$ cat src/rtl/kst_pkg.sv
// Package for the spanning tree block: default sizes and sequencer states.
// Used by kruskal_spanning_tree; no dependencies.
package kst_pkg;

  localparam int MAX_VERTICES_DEF = 8;
  localparam int WEIGHT_BITS_DEF  = 15;
  localparam int VERTEX_FIELD     = 3;
  localparam int CFG_BITS         = 4;
  localparam logic [CFG_BITS-1:0] VERTEX_COUNT_RST = 4'd8;

  typedef enum logic [2:0] {
    ST_LOAD,
    ST_EXTRACT,
    ST_EXT_WAIT,
    ST_SCAN,
    ST_FIND_A,
    ST_FIND_B,
    ST_EMIT,
    ST_CLEAR
  } kst_state_t;

endpackage

$ cat src/rtl/kst_wmat.sv
// Weight matrix store: one write and one registered read per cycle.
// Per-entry valid bits make every entry read as no-edge after a clear.
// No dependencies.
module kst_wmat #(
  parameter int DEPTH = 64,
  parameter int WB    = 15,
  localparam int AW   = (DEPTH > 1) ? $clog2(DEPTH) : 1
) (
  input  logic          clk,
  input  logic          rst,
  input  logic          clr,
  input  logic          wr_en,
  input  logic [AW-1:0] wr_addr,
  input  logic [WB-1:0] wr_data,
  input  logic [AW-1:0] rd_addr,
  output logic [WB-1:0] rd_data
);

  logic [WB-1:0] mem [DEPTH];
  logic [DEPTH-1:0] valid;

  always_ff @(posedge clk) begin
    if (wr_en) begin
      mem[wr_addr] <= wr_data;
    end
    rd_data <= valid[rd_addr] ? mem[rd_addr] : {WB{1'b1}};
  end

  always_ff @(posedge clk) begin
    if (rst || clr) begin
      valid <= '0;
    end else if (wr_en) begin
      valid[wr_addr] <= 1'b1;
    end
  end

endmodule

$ cat src/rtl/kruskal_spanning_tree.sv
// Top level of the spanning tree block: edge loading, extraction, ordered
// selection, union-find walk and result output. Uses kst_pkg and kst_wmat.
//
// Edges load at one item per cycle, while the block is in its load state,
// into the weight matrix memory (upper triangle only). The item with tlast
// set starts a run: a sweep reads the matrix and fills the edge list memory.
// Each result then takes one scan of the edge list (picking the next edge
// in weight order, ties in row order), two root walks that follow parent
// links, with the merge done in the last step of the second walk, and an
// output handshake. A final clear state clears the matrix, after which new
// edges are taken.
module kruskal_spanning_tree
  import kst_pkg::*;
#(
  parameter int MAX_VERTICES = MAX_VERTICES_DEF,
  parameter int WEIGHT_BITS  = WEIGHT_BITS_DEF,
  localparam int DW = ((2 * VERTEX_FIELD + WEIGHT_BITS + 7) / 8) * 8
) (
  input  logic                clk,
  input  logic                rst,
  input  logic                cfg_valid,
  output logic                cfg_ready,
  input  logic [CFG_BITS-1:0] cfg_data,
  input  logic                s_tvalid,
  output logic                s_tready,
  input  logic [DW-1:0]       s_tdata,  // start_vertex, end_vertex, edge_weight
  input  logic                s_tlast,  // last_edge
  output logic                m_tvalid,
  input  logic                m_tready,
  output logic [DW-1:0]       m_tdata,  // tree_start, tree_end, tree_weight
  output logic                m_tuser,  // in_tree
  output logic                m_tlast   // last_result
);

  localparam int DEPTH = MAX_VERTICES * MAX_VERTICES;
  localparam int AW    = $clog2(DEPTH);
  localparam int VIW   = $clog2(MAX_VERTICES);
  localparam int VCW   = $clog2(MAX_VERTICES + 1);
  localparam int MAXE  = (MAX_VERTICES * (MAX_VERTICES - 1)) / 2;
  localparam int EW    = $clog2(MAXE + 1);
  localparam int EIW   = (MAXE > 1) ? $clog2(MAXE) : 1;
  localparam int LW    = 2 * VIW + WEIGHT_BITS;
  localparam logic [WEIGHT_BITS-1:0] NO_EDGE = {WEIGHT_BITS{1'b1}};

  kst_state_t state, state_next;

  logic [CFG_BITS-1:0] vertex_count;
  logic [VCW-1:0]      nv;

  // input item fields
  logic [VERTEX_FIELD-1:0] in_s, in_e, in_lo, in_hi;
  logic [WEIGHT_BITS-1:0]  in_w;
  logic                    in_acc, in_ok;

  // matrix ports
  logic          wm_wr, wm_clr;
  logic [AW-1:0] wm_waddr, wm_raddr;
  logic [WEIGHT_BITS-1:0] wm_rdata;

  // extraction sweep
  logic [VCW-1:0] ext_i, ext_j, ext_pi, ext_pj;
  logic           ext_pv, ext_add, ext_end;

  // edge list memory
  logic [LW-1:0]  el_mem [MAXE];
  logic [LW-1:0]  el_q;
  logic [EW-1:0]  total;

  // scan and selection
  logic [EW-1:0]  scan_addr, out_cnt;
  logic [EIW-1:0] sp_idx, best_idx, last_idx;
  logic           sp_v, best_found, have_last, scan_issue;
  logic [VIW-1:0] el_lo, el_hi, best_lo, best_hi;
  logic [WEIGHT_BITS-1:0] el_w, best_w, last_w;
  logic           above_last, below_best;

  // union-find
  logic [VIW-1:0] parent [MAX_VERTICES];
  logic [VIW-1:0] walk_v, ra, walk_p;
  logic           joined;

  assign cfg_ready = 1'b1;
  assign nv = (vertex_count > CFG_BITS'(MAX_VERTICES)) ? VCW'(MAX_VERTICES)
                                                       : VCW'(vertex_count);

  assign in_s   = s_tdata[VERTEX_FIELD-1:0];
  assign in_e   = s_tdata[2*VERTEX_FIELD-1:VERTEX_FIELD];
  assign in_w   = s_tdata[2*VERTEX_FIELD+WEIGHT_BITS-1:2*VERTEX_FIELD];
  assign in_lo  = (in_s < in_e) ? in_s : in_e;
  assign in_hi  = (in_s < in_e) ? in_e : in_s;
  assign s_tready = (state == ST_LOAD);
  assign in_acc = s_tvalid && s_tready;
  // diagonal entries are never extracted, so they are not stored
  assign in_ok  = ({1'b0, in_s} < 4'(MAX_VERTICES)) && ({1'b0, in_e} < 4'(MAX_VERTICES))
                  && (in_s != in_e);

  assign wm_wr    = in_acc && in_ok;
  assign wm_waddr = AW'(in_lo) * AW'(MAX_VERTICES) + AW'(in_hi);
  assign wm_raddr = AW'(ext_i) * AW'(MAX_VERTICES) + AW'(ext_j);
  assign wm_clr   = (state == ST_CLEAR);

  kst_wmat #(.DEPTH(DEPTH), .WB(WEIGHT_BITS)) u_wmat (
    .clk     (clk),
    .rst     (rst),
    .clr     (wm_clr),
    .wr_en   (wm_wr),
    .wr_addr (wm_waddr),
    .wr_data (in_w),
    .rd_addr (wm_raddr),
    .rd_data (wm_rdata)
  );

  assign ext_add = ext_pv && (wm_rdata != NO_EDGE);
  assign ext_end = (ext_j == nv - VCW'(1)) && (ext_i == nv - VCW'(2));

  assign el_lo = el_q[VIW-1:0];
  assign el_hi = el_q[2*VIW-1:VIW];
  assign el_w  = el_q[LW-1:2*VIW];
  assign above_last = !have_last || ({el_w, sp_idx} > {last_w, last_idx});
  assign below_best = !best_found || ({el_w, sp_idx} < {best_w, best_idx});
  assign scan_issue = (state == ST_SCAN) && (scan_addr < total);

  assign walk_p = parent[walk_v];

  always_ff @(posedge clk) begin
    if (ext_add) begin
      el_mem[total[EIW-1:0]] <= {wm_rdata, VIW'(ext_pj), VIW'(ext_pi)};
    end
    el_q <= el_mem[scan_addr[EIW-1:0]];
  end

  always_ff @(posedge clk) begin
    if (rst) begin
      state <= ST_LOAD;
    end else begin
      state <= state_next;
    end
  end

  always_comb begin
    state_next = state;
    case (state)
      ST_LOAD: begin
        if (in_acc && s_tlast) begin
          state_next = (nv < VCW'(2)) ? ST_CLEAR : ST_EXTRACT;
        end
      end
      ST_EXTRACT:  if (ext_end) state_next = ST_EXT_WAIT;
      ST_EXT_WAIT: state_next = (total == '0 && !ext_add) ? ST_CLEAR : ST_SCAN;
      ST_SCAN:     if (!scan_issue && !sp_v) state_next = ST_FIND_A;
      ST_FIND_A:   if (walk_p == walk_v) state_next = ST_FIND_B;
      ST_FIND_B:   if (walk_p == walk_v) state_next = ST_EMIT;
      ST_EMIT: begin
        if (m_tready) begin
          state_next = (out_cnt + EW'(1) == total) ? ST_CLEAR : ST_SCAN;
        end
      end
      ST_CLEAR:    state_next = ST_LOAD;
      default:     state_next = ST_LOAD;
    endcase
  end

  always_ff @(posedge clk) begin
    if (rst) begin
      vertex_count <= VERTEX_COUNT_RST;
    end else if (cfg_valid) begin
      vertex_count <= cfg_data;
    end
  end

  always_ff @(posedge clk) begin
    if (rst) begin
      ext_pv   <= 1'b0;
      sp_v     <= 1'b0;
      m_tvalid <= 1'b0;
      total    <= '0;
      for (int v = 0; v < MAX_VERTICES; v++) parent[v] <= VIW'(v);
    end else begin
      ext_pv <= (state == ST_EXTRACT);
      sp_v   <= scan_issue;
      if (state == ST_LOAD) begin
        total <= '0;
      end else if (ext_add) begin
        total <= total + EW'(1);
      end
      case (state)
        ST_LOAD: begin
          ext_i <= '0;
          ext_j <= VCW'(1);
          out_cnt    <= '0;
          have_last  <= 1'b0;
          best_found <= 1'b0;
          scan_addr  <= '0;
          for (int v = 0; v < MAX_VERTICES; v++) parent[v] <= VIW'(v);
        end
        ST_EXTRACT: begin
          ext_pi <= ext_i;
          ext_pj <= ext_j;
          if (ext_j == nv - VCW'(1)) begin
            ext_i <= ext_i + VCW'(1);
            ext_j <= ext_i + VCW'(2);
          end else begin
            ext_j <= ext_j + VCW'(1);
          end
        end
        ST_SCAN: begin
          if (scan_issue) begin
            scan_addr <= scan_addr + EW'(1);
            sp_idx    <= scan_addr[EIW-1:0];
          end
          if (sp_v && above_last && below_best) begin
            best_found <= 1'b1;
            best_idx   <= sp_idx;
            best_lo    <= el_lo;
            best_hi    <= el_hi;
            best_w     <= el_w;
          end
          walk_v <= (sp_v && above_last && below_best) ? el_lo : best_lo;
        end
        ST_FIND_A: begin
          if (walk_p == walk_v) begin
            ra     <= walk_v;
            walk_v <= best_hi;
          end else begin
            walk_v <= walk_p;
          end
        end
        ST_FIND_B: begin
          if (walk_p == walk_v) begin
            joined   <= (ra != walk_v);
            if (ra != walk_v) parent[ra] <= walk_v;
            m_tvalid <= 1'b1;
          end else begin
            walk_v <= walk_p;
          end
        end
        ST_EMIT: begin
          if (m_tready) begin
            m_tvalid   <= 1'b0;
            out_cnt    <= out_cnt + EW'(1);
            have_last  <= 1'b1;
            last_w     <= best_w;
            last_idx   <= best_idx;
            best_found <= 1'b0;
            scan_addr  <= '0;
          end
        end
        default: ;
      endcase
    end
  end

  assign m_tdata = DW'({best_w, VERTEX_FIELD'(best_hi), VERTEX_FIELD'(best_lo)});
  assign m_tuser = joined;
  assign m_tlast = (out_cnt + EW'(1) == total);

endmodule
$ cat config.mk
export PLATFORM = sky130hd
export DESIGN_NAME = kruskal_spanning_tree
export DESIGN_NICKNAME = d
export VERILOG_FILES = /design/src/rtl/kst_pkg.sv /design/src/rtl/kst_wmat.sv /design/src/rtl/kruskal_spanning_tree.sv
export SDC_FILE = /design/constraint.sdc
export NUM_CORES = 2
export LEC_CHECK = 0
export ABC_AREA = 1
export BUFFER_PORTS_ARGS = -buffer_cell sky130_fd_sc_hd__buf_4
export CAP_MARGIN = 5
export CORE_MARGIN = 1
export CORE_UTILIZATION = 45
export DETAILED_ROUTE_END_ITERATION = 12
export SLEW_MARGIN = 20
export SYNTH_ARGS = -nofsm -noshare
export SYNTH_HDL_FRONTEND = slang
export SYNTH_SLANG_ARGS = --single-unit
$ cat constraint.sdc
create_clock -name clk -period 3.75 [get_ports clk]
set_clock_uncertainty 0.2 [all_clocks]
set_input_delay 0.5625 -clock clk [delete_from_list [all_inputs] [get_ports clk]]
set_output_delay 0.5625 -clock clk [all_outputs]
set_load 0.005 [all_outputs]
==> impl_metrics.ini <==
[sta]
timing.final.ws_setup_ns = 0.411
slew_headroom_pct = 32.2
setup_tns_ns = 0
worst_pin_slew_ns = 1.02
fmax_mhz = 299
rsz0062_at_grt = false
finalHoldViolCount = 0
drv_slew = 0
post-route-min-period_ns = 3.34
finalSetupViolCount = 0
finalCritPeriodShare_pct = 89.0

[grt]
grt_max_degree = 122
grt_usage_pct = 23.4
grt_first_pass_wirelength_um = 279000
antenna_found_initial = 0
grt-ovfl-total = 0
grt_pass1_vias = 43600

[min_path]
hold_depth = 1
hold_path.class = in -> reg

[synth]
yosys.area.top_type = edfxtp_1
ys_seq_area_share_pct = 73.3
yosys-top-cells-area = edfxtp_1 (70%), nor2_1 (6.6%), o21ai_0 (5.8%), dfxtp_1 (3.3%), o22ai_1 (3.2%)
synth_top_area_share_pct = 69.9
synth_cell_types = 45
yosys_warnings = 0
synth-edff-count = 1656
netlist_instances = 5815
ys_ff_latch = 1774
synthesis.area_um2 = 71100
avgSynthCellArea_um2 = 12.2
ys.flop_type = edfxtp_1
async_flop_share_pct = 0

[clocking]
cts_num_sinks = 1774
post_cts_buffers = 0
cts_inserted_buffers = 174
cts_buffer_depth = 3
root_buffer = clkbuf_16
h-tree-depth = 4
cts_tree = done
clk_pin_slew_ns = 0.06
clock_latency_ns = 0.80

[finish]
area_delta_synth_final_pct = 14.1
drive_above_1_share_pct = 10.6
nNetsFinal = 6035
antenna_cells = 0

[floorplanning]
io-pin-count = 63
die_height_um = 399
dieArea_um2 = 160000
num_rows = 145
die_x_um = 399
initial_utilization_pct = 45.4
core_area_um2 = 157000

[power]
p_leak_nw = 27.4
intPower_mw = 36.1
power_frac_seq_pct = 44.0
p_sw_mw = 16.7
pwr-share-comb_pct = 22.8
power_density_nw_per_um2 = 650
ir_drop_v = 0.000460
p_clk_share_pct = 33.1
swShare_pct = 31.6

[route]
dr.first_iter.drc_count = 4784
vias_per_cell = 5.63
drt_pass1_iterations = 5
postRouteAntennaNets = 0
drc = 0
vias = 45900
wirelength_um = 188000
wire_per_inst_um = 23.1

[job]
max_cap_viol_count = 0

[outcome]
run_status = completed

[critical_path]
critPathCaptureType = register
crit_arrival_ns = 3.62
rr_worst_depth = 9
worst-path-max-fanout = 29
critPathLaunchType = register
crit_required_ns = 4.03
crit_type = reg -> reg

[place]
place_congestion = 0.850
place_ws_ns = 0.345
dpl.hpwl_um = 106000
port_buffers = 55
placed cells by master, fill, tap and decap left out, types with 97 or more instances in the layout:
| cell | count |
|---|---|
| clkbuf_16 | 181 |
| buf_4 | 233 |
| o21ai_0 | 827 |
| nor2_1 | 1217 |
| nand2_1 | 422 |
| edfxtp_1 | 1656 |
| o21ai_1 | 174 |
| inv_1 | 199 |
| o22ai_1 | 361 |
| dfxtp_1 | 118 |
| nand3_1 | 97 |
critical path: stages, from the launching register on:
cell,delay (ns)
dfxtp_1,0.95
nand2_1,0.11
nor2_1,0.11
nand4_1,0.18
o21ai_0,0.31
buf_4,0.20
inv_1,0.12
nand2_1,0.46
nor2_2,0.06
buf_4,0.28
power by group through the flow:
stage               combinational [mW]  clock, mW  sequential (mW)
detailed placement                11.9          0             23.6
floorplan                         7.04          0             23.5
global route                      13.1       18.5             23.3
CTS                               12.0       17.7             23.2
global placement                  11.8          0             23.6
finish                            12.0       17.5             23.2
flip-flops by register name (all words and copies together) (netlist names), 4 cells and up, named ones only:
signal          cells
u_wmat.rd_data     15
el_mem            588
u_wmat.valid       64
last_idx            5
parent             24
out_cnt             5
u_wmat.mem        960
el_q               21
best_w             15
ext_i               4
last_w             15
sp_idx              5
total               5
scan_addr           5
vertex_count        4
ext_j               4
best_idx            5
cell type report:
cell class | instances | area [um2]
tap | 2058 | 2570
clock inverter | 84 | 805
inverter | 224 | 878
fill | 13300 | 75400
sequential | 1774 | 52100
multi-input combinational | 3458 | 16700
timing repair buffer | 307 | 3160
clock buffer | 237 | 4900
layer usage:
metal | GRT usage (%) | part of all wire [%] | vias up
li1 | - | - | 21300
met1 | 32.3 | 43 | 22700
met2 | 38.2 | 48 | 1615
met3 | 3.21 | 6.4 | 288
met4 | 7.63 | 3.1 | 0
met5 | 0 | 0 | -
cell families after synthesis:
group / after synthesis / share of synthesized area, %
xor gates and xnor gates: 22 / 0.271
and+or+nand+nor: 1831 / 10.1
adders and majority gates: 62 / 1.09
buffers and inverters: 585 / 3.34
DFF: 1774 / 73.3
other: 2 / 0.0106
AOI/OAI and AO/OA: 1539 / 11.9
cell usage after synthesis, drive strengths merged (3+ instances only):
cell / n
a21oi: 94
a221oi: 6
and2: 3
buf: 118
clkbuf: 243
clkinv: 6
dfxtp: 118
edfxtp: 1656
ha: 62
inv: 218
nand2: 426
nand3: 109
nand3b: 3
nand4: 26
nor2: 1255
nor3: 5
o211a: 5
o211ai: 10
o21ai: 1003
o221ai: 45
o22ai: 361
o31ai: 6
or2: 3
xnor2: 10
xor2: 12
metrics by stage:
step                      total power, mW  utilization, %  cell area, um2  cells  hold WS [ns]
after floorplan                      30.5               -           71100   5817         0.186
after global placement               35.4            48.1           75400   7814         0.190
after detailed placement             35.6            48.1           75400   7814         0.204
after CTS                            52.9            51.8           81100   8142         0.149
after global routing                 54.9            51.8           81100   8142         0.203
final                                52.7            51.8           81100   8142         0.189
path summary, 6_finish.rpt:
kind                                                      to  slack (ns)                          from
worst max-delay path                 el_mem[23][7]$_DFFE_PP_        0.41  u_wmat.rd_data[7]$_SDFF_PN1_
worst min-delay path            u_wmat.mem[26][14]$_DFFE_PP_        0.19                   s_tdata[20]
worst max register to register       el_mem[23][7]$_DFFE_PP_        0.41  u_wmat.rd_data[7]$_SDFF_PN1_
worst min register to register          best_hi[1]$_DFFE_PP_        0.21               el_q[4]$_DFF_P_
timing repair:
item,CTS,global route
gates resized for setup,0,0
hold buffers,7,0
hold endpoints to repair,8,0
Note: power is estimated with default switching activity, not from simulation.
